## src/design/calorimeter_channel_accumulator_macros.svh

```systemverilog
// assertion macros shared by the calorimeter channel accumulator
`ifndef CALORIMETER_CHANNEL_ACCUMULATOR_MACROS_SVH
`define CALORIMETER_CHANNEL_ACCUMULATOR_MACROS_SVH

`ifndef NO_ASSERTIONS
// condition must never hold outside reset
`define CCA_ASSERT_NEVER(label, clk, rst, expr) \
  label: assert property (@(posedge clk) disable iff (rst) !(expr)) \
    else $error("cca assertion failed");
// antecedent implies consequent in the same cycle
`define CCA_ASSERT_IMPLIES(label, clk, rst, a, b) \
  label: assert property (@(posedge clk) disable iff (rst) (a) |-> (b)) \
    else $error("cca assertion failed");
// antecedent implies consequent in the next cycle
`define CCA_ASSERT_NEXT(label, clk, rst, a, b) \
  label: assert property (@(posedge clk) disable iff (rst) (a) |=> (b)) \
    else $error("cca assertion failed");
`else
`define CCA_ASSERT_NEVER(label, clk, rst, expr)
`define CCA_ASSERT_IMPLIES(label, clk, rst, a, b)
`define CCA_ASSERT_NEXT(label, clk, rst, a, b)
`endif

`endif

```

## src/design/cca_pkg.sv

```systemverilog
// types, constants and codes shared by the channel accumulator modules
`timescale 1ns / 1ps
package cca_pkg;

  // field widths
  localparam int CHAN_W  = 14;
  localparam int E_W     = 32;
  localparam int SUM_W   = 40;
  localparam int EVT_W   = 32;
  localparam int DET_W   = 5;   // copy/1000 for a 14 bit copy number
  localparam int LYR_W   = 10;  // copy mod 1000

  // copy number decode: detector = copy / 1000 by reciprocal multiply
  localparam int COPY_STRIDE = 1000;
  localparam int RECIP_W     = 15;
  localparam int RECIP       = 16778;  // ceil(2^24 / 1000), exact for copy < 2^14
  localparam int RECIP_SHIFT = 24;

  // parameter defaults
  localparam int DEF_LAYERS    = 100;
  localparam int DEF_DETECTORS = 3;

  // result kinds
  localparam logic [2:0] EMIT_NONE  = 3'd0;
  localparam logic [2:0] EMIT_BAD   = 3'd1;
  localparam logic [2:0] EMIT_EMPTY = 3'd2;
  localparam logic [2:0] EMIT_LAST  = 3'd3;
  localparam logic [2:0] EMIT_MORE  = 3'd4;

  typedef struct packed {
    logic              action;
    logic [CHAN_W-1:0] copy_number;
    logic [E_W-1:0]    deposit_energy;
  } cca_item_t;

  typedef struct packed {
    logic              found;
    logic [CHAN_W-1:0] channel_number;
    logic [SUM_W-1:0]  energy_sum;
    logic [EVT_W-1:0]  event_number;
    logic              last;
    logic              bad_channel;
  } cca_result_t;

  // controller to datapath
  typedef struct packed {
    logic       load_in;
    logic       dec;
    logic       dep_rd;
    logic       dep_wr;
    logic       clr_step;
    logic       scan_start;
    logic       scan_step;
    logic       hit;
    logic [2:0] emit;
  } cca_cmd_t;

  // datapath to controller
  typedef struct packed {
    logic in_action;
    logic in_zero;
    logic clr_last;
    logic bad;
    logic chk_vld;
    logic data_nz;
  } cca_stat_t;

endpackage

```

## src/design/cca_ctrl.sv

```systemverilog
// controller state machine for the channel accumulator
`timescale 1ns / 1ps
module cca_ctrl (
  input  logic               clk,
  input  logic               rst,
  input  logic               start,
  input  cca_pkg::cca_stat_t stat,
  output cca_pkg::cca_cmd_t  cmd,
  output logic               busy
);
  import cca_pkg::*;

  localparam logic [2:0] S_IDLE  = 3'd0;
  localparam logic [2:0] S_CLEAR = 3'd1;
  localparam logic [2:0] S_DEC   = 3'd2;
  localparam logic [2:0] S_RD    = 3'd3;
  localparam logic [2:0] S_WR    = 3'd4;
  localparam logic [2:0] S_SCAN1 = 3'd5;
  localparam logic [2:0] S_SCAN2 = 3'd6;

  logic [2:0] state;
  logic [2:0] state_next;

  // state register, clearing pass runs first after reset
  always_ff @(posedge clk) begin
    if (rst) begin
      state <= S_CLEAR;
    end else begin
      state <= state_next;
    end
  end

  // next state and commands
  always_comb begin
    state_next = state;
    cmd        = '0;
    cmd.emit   = EMIT_NONE;
    case (state)
      S_CLEAR: begin
        cmd.clr_step = 1'b1;
        if (stat.clr_last) begin
          state_next = S_IDLE;
        end
      end
      S_IDLE: begin
        if (start) begin
          if (stat.in_action) begin
            cmd.scan_start = 1'b1;
            state_next     = S_SCAN1;
          end else if (!stat.in_zero) begin
            cmd.load_in = 1'b1;
            state_next  = S_DEC;
          end
        end
      end
      S_DEC: begin
        cmd.dec    = 1'b1;
        state_next = S_RD;
      end
      S_RD: begin
        if (stat.bad) begin
          cmd.emit   = EMIT_BAD;
          state_next = S_IDLE;
        end else begin
          cmd.dep_rd = 1'b1;
          state_next = S_WR;
        end
      end
      S_WR: begin
        cmd.dep_wr = 1'b1;
        state_next = S_IDLE;
      end
      // look for the next nonzero bin
      S_SCAN1: begin
        cmd.scan_step = 1'b1;
        if (!stat.chk_vld) begin
          cmd.emit   = EMIT_EMPTY;
          state_next = S_IDLE;
        end else if (stat.data_nz) begin
          cmd.hit    = 1'b1;
          state_next = S_SCAN2;
        end
      end
      // look past the hit to decide last
      S_SCAN2: begin
        cmd.scan_step = 1'b1;
        if (!stat.chk_vld) begin
          cmd.emit   = EMIT_LAST;
          state_next = S_IDLE;
        end else if (stat.data_nz) begin
          cmd.emit   = EMIT_MORE;
          state_next = S_IDLE;
        end
      end
      default: begin
        state_next = S_IDLE;
      end
    endcase
  end

  assign busy = (state != S_IDLE);

endmodule

```

## config.mk

```make
export PLATFORM = sky130hd
export DESIGN_NAME = cca_ctrl
export DESIGN_NICKNAME = d
export VERILOG_FILES = /design/src/design/calorimeter_channel_accumulator_macros.svh /design/src/design/cca_pkg.sv /design/src/design/cca_ctrl.sv
export SDC_FILE = /design/constraint.sdc
export NUM_CORES = 1
export LEC_CHECK = 0
export BUFFER_PORTS_ARGS = -buffer_cell sky130_fd_sc_hd__buf_2
export CORE_AREA = 2 2 39 41
export DETAILED_ROUTE_END_ITERATION = 10
export DIE_AREA = 0 0 41 43
export GPL_ROUTABILITY_DRIVEN = 1
export HOLD_SLACK_MARGIN = 0.15
export PLACE_DENSITY_LB_ADDON = 0.3
export SLEW_MARGIN = 20
export SYNTH_ARGS = -nofsm -noshare
export SYNTH_HDL_FRONTEND = slang
export SYNTH_SLANG_ARGS = --single-unit
```

## constraint.sdc

```tcl
create_clock -name clk -period 1.05 [get_ports clk]
set_input_delay 0.21 -clock clk [delete_from_list [all_inputs] [get_ports clk]]
set_output_delay 0.21 -clock clk [all_outputs]
set_load 0.005 [all_outputs]
```

==> impl_metrics.json <==
{
  "slowest_stage": "dfxtp_4",
  "wl_um": 1224,
  "leakage_nw": 0.3502,
  "cap_violations": 0,
  "fillers": 147,
  "reg_top3": "state (3)",
  "finalSetupTns_ns": -3.296,
  "yosysWarnings": 0,
  "rows": 14,
  "rsz0062_at_grt": "yes",
  "core-area_um2": 1384,
  "grt_max_degree": 8,
  "cts_tree": "done",
  "mostFrequentLayoutCells": "20 x buf_2, 11 x buf_4, 7 x buf_6",
  "grt_pass1_wl_um": 2021,
  "post-route-cell-area_um2": 706.9,
  "whs_path_depth": 2,
  "path_max_fanout": 6,
  "cts_buffers": 3,
  "largest_reg_flops": 3,
  "drive_gt1_share_pct": 63.64,
  "antenna_found_initial": 0,
  "cts_hold_buf": 0,
  "grt_pass1_vias": 458,
  "status": "finished, violations left",
  "drtPass1Iterations": 4,
  "detail-route-antenna-nets": 0,
  "fp.dieH_um": 43,
  "min_from": "rst",
  "end_kind": "primary output",
  "critPathRequiredTime_ns": 0.84,
  "die_area_um2": 1763,
  "viasPerCell": 4.962,
  "grt_overflow": 0,
  "hold_violations": 0,
  "dp_cells": 90,
  "crit_type": "reg2out",
  "cp-endpoint": "cmd[7]",
  "die_width_um": 41,
  "setup_viol": 15,
  "min_period_ns": 1.326,
  "regMostFlops": "state",
  "path_delay_family": "buffers and inverters",
  "ys_types": 27,
  "gpl.final_weighted_congestion": 0.8308,
  "startpoint_type": "flip-flop",
  "rrSetupSlack_ns": -0.18,
  "dp_hpwl_um": 744.8,
  "area_growth_pct": 96.86,
  "dpl_cell_area_um2": 520.5,
  "tightest_slew_ns": 0.2095,
  "layout_commonest_cell": "buf_2",
  "syn_nets": 59,
  "skew_ns": 0.002674,
  "route.vias.total": 516,
  "max_freq_ghz": 0.7542,
  "nets": 98,
  "r2r_end": "state[2]$_SDFFE_PP0P_",
  "wire_per_inst_um": 11.77,
  "crit-reg2reg-launch": "state[1]$_SDFFE_PP0P_",
  "powerDensity_nw_per_um2": 778.3,
  "clk_path_buf_depth": 2,
  "worst-path-stages": 4,
  "final_max_slew_viol_count": 0,
  "irDropWorstVdd_v": 0.0003447,
  "synth_area_per_cell_um2": 7.182,
  "multiInputGateArea_um2": 312.8,
  "clock-root-buffer": "clkbuf_4",
  "drtIter0Drc": 8,
  "ioPinCount": 21,
  "antenna_cells": 0,
  "start_util_pct": 25.95,
  "ys_ff_latch": 3,
  "hold-worst-slack_ns": 0.1636,
  "synth_area_um2": 359.1,
  "ctsHtreeMaxLevel": 1,
  "crit_arrival_ns": 1.12,
  "crit_path_cell_trace": "buf_4, buf_6, nor3b_2, buf_2",
  "grt_usage_pct": 16.78,
  "setup_ws_ns": -0.2760,
  "clk_latency_ns": 0.23,
  "finalNonFillerCells": 104,
  "path_buf_inv": 3,
  "cpPeakStageDelay_ns": 0.37,
  "violations": "setup timing",
  "io_buffers": 20,
  "clock-sinks": 3,
  "post-route-period-util_pct": 126.3,
  "reg2reg_depth": 5,
  "drc": 0,
  "slew_headroom_pct": 86.02,
  "clk_pin_slew_ns": 0.03,
  "hold_class": "in2reg",
  "syn_inst": 50,
  "register_area_um2": 71.32,
  "critPathLaunch": "state[1]$_SDFFE_PP0P_",
  "seq_area_frac_synth_pct": 16.72
}
==> per-stage QoR <==
stage	util [%]	worst slack [ns]	power, W
floorplan	-	0.0006282	0.0002261
global placement	37.61	-0.2248	0.0002887
detailed placement	37.61	-0.2235	0.0002882
CTS	48.64	-0.2957	0.0005447
global route	51.09	-0.3595	0.0005907
finish	51.09	-0.2760	0.0005502
==> how the worst min path moves through the flow <==
stage / end / slack [ns]
finish: state[1]$_SDFFE_PP0P_ / 0.16
global route: state[1]$_SDFFE_PP0P_ / 0.17
CTS: state[1]$_SDFFE_PP0P_ / 0.16
detailed placement: state[1]$_SDFFE_PP0P_ / 0.40
global placement: state[1]$_SDFFE_PP0P_ / 0.40
floorplan: state[1]$_SDFFE_PP0P_ / 0.27
==> synthesized netlist by cell type, drive strengths merged <==
master | count | share of area (%)
nor2 | 4 | 4.2
o32ai | 1 | 2.4
buf | 4 | 8.7
nor2b | 1 | 1.7
dfxtp | 3 | 17
a211o | 1 | 2.4
a311oi | 1 | 2.4
nand3b | 1 | 2.1
nand2 | 5 | 5.2
and4b | 1 | 2.8
nor4b | 1 | 2.4
a21oi | 1 | 1.4
o21ai | 2 | 2.8
a31oi | 1 | 1.7
a2111o | 1 | 3.1
nand2b | 3 | 5.2
and4bb | 1 | 3.5
inv | 4 | 4.2
o211ai | 2 | 4.2
a21boi | 1 | 2.1
nor3b | 4 | 8.4
and3 | 1 | 1.7
and3b | 1 | 2.4
nor3 | 4 | 5.6
xor2 | 1 | 2.4
==> power by group <==
group | leakage (nW) | total (W) | switching (W) | internal, W
Sequential | 0.0263 | 0.000136 | 0.0000169 | 0.000119
Clock | 0.0150 | 0.000203 | 0.0000604 | 0.000142
Combinational | 0.309 | 0.000211 | 0.0000954 | 0.000116
==> routing by layer <==
metal | global-route usage [%] | up-vias | part of all wire, %
met3 | 3.665 | 2 | 5.4
met5 | 0 | - | 0
met4 | 8.000 | 0 | 1.1
li1 | - | 259 | -
met2 | 23.75 | 16 | 50
met1 | 23.23 | 239 | 44
==> cell type report <==
class | instances | share of cell area [%]
Sequential cell | 3 | 10.09
Tap cell | 16 | 2.832
Multi-Input combinational cell | 39 | 44.25
Clock buffer | 4 | 3.717
Inverter | 4 | 2.124
Timing Repair Buffer | 38 | 36.99
==> what timing repair did <==
action,in CTS,in global routing
pin swaps,8,8
setup buffers,8,2
gates resized for setup,20,5
setup endpoints to repair,15,15
==> worst reg2reg max path: stages, from the launching register on <==
cell and delay, ns:
dfxtp_4 0.37, buf_4 0.14, and4bb_1 0.20, buf_4 0.13, a311oi_2 0.18, o32ai_1 0.09
==> cells by family (layout without fill, tap and decap cells) <==
group | after synthesis | after routing | share of synthesized area, %
buffers and inverters | 8 | 46 | 12.89
AO/OA/AOI/OAI | 11 | 11 | 22.65
AND/OR/NAND/NOR | 27 | 27 | 45.30
flip-flops | 3 | 3 | 16.73
XOR/XNOR | 1 | 1 | 2.439
No activity file was read; power rests on OpenSTA's default activity.
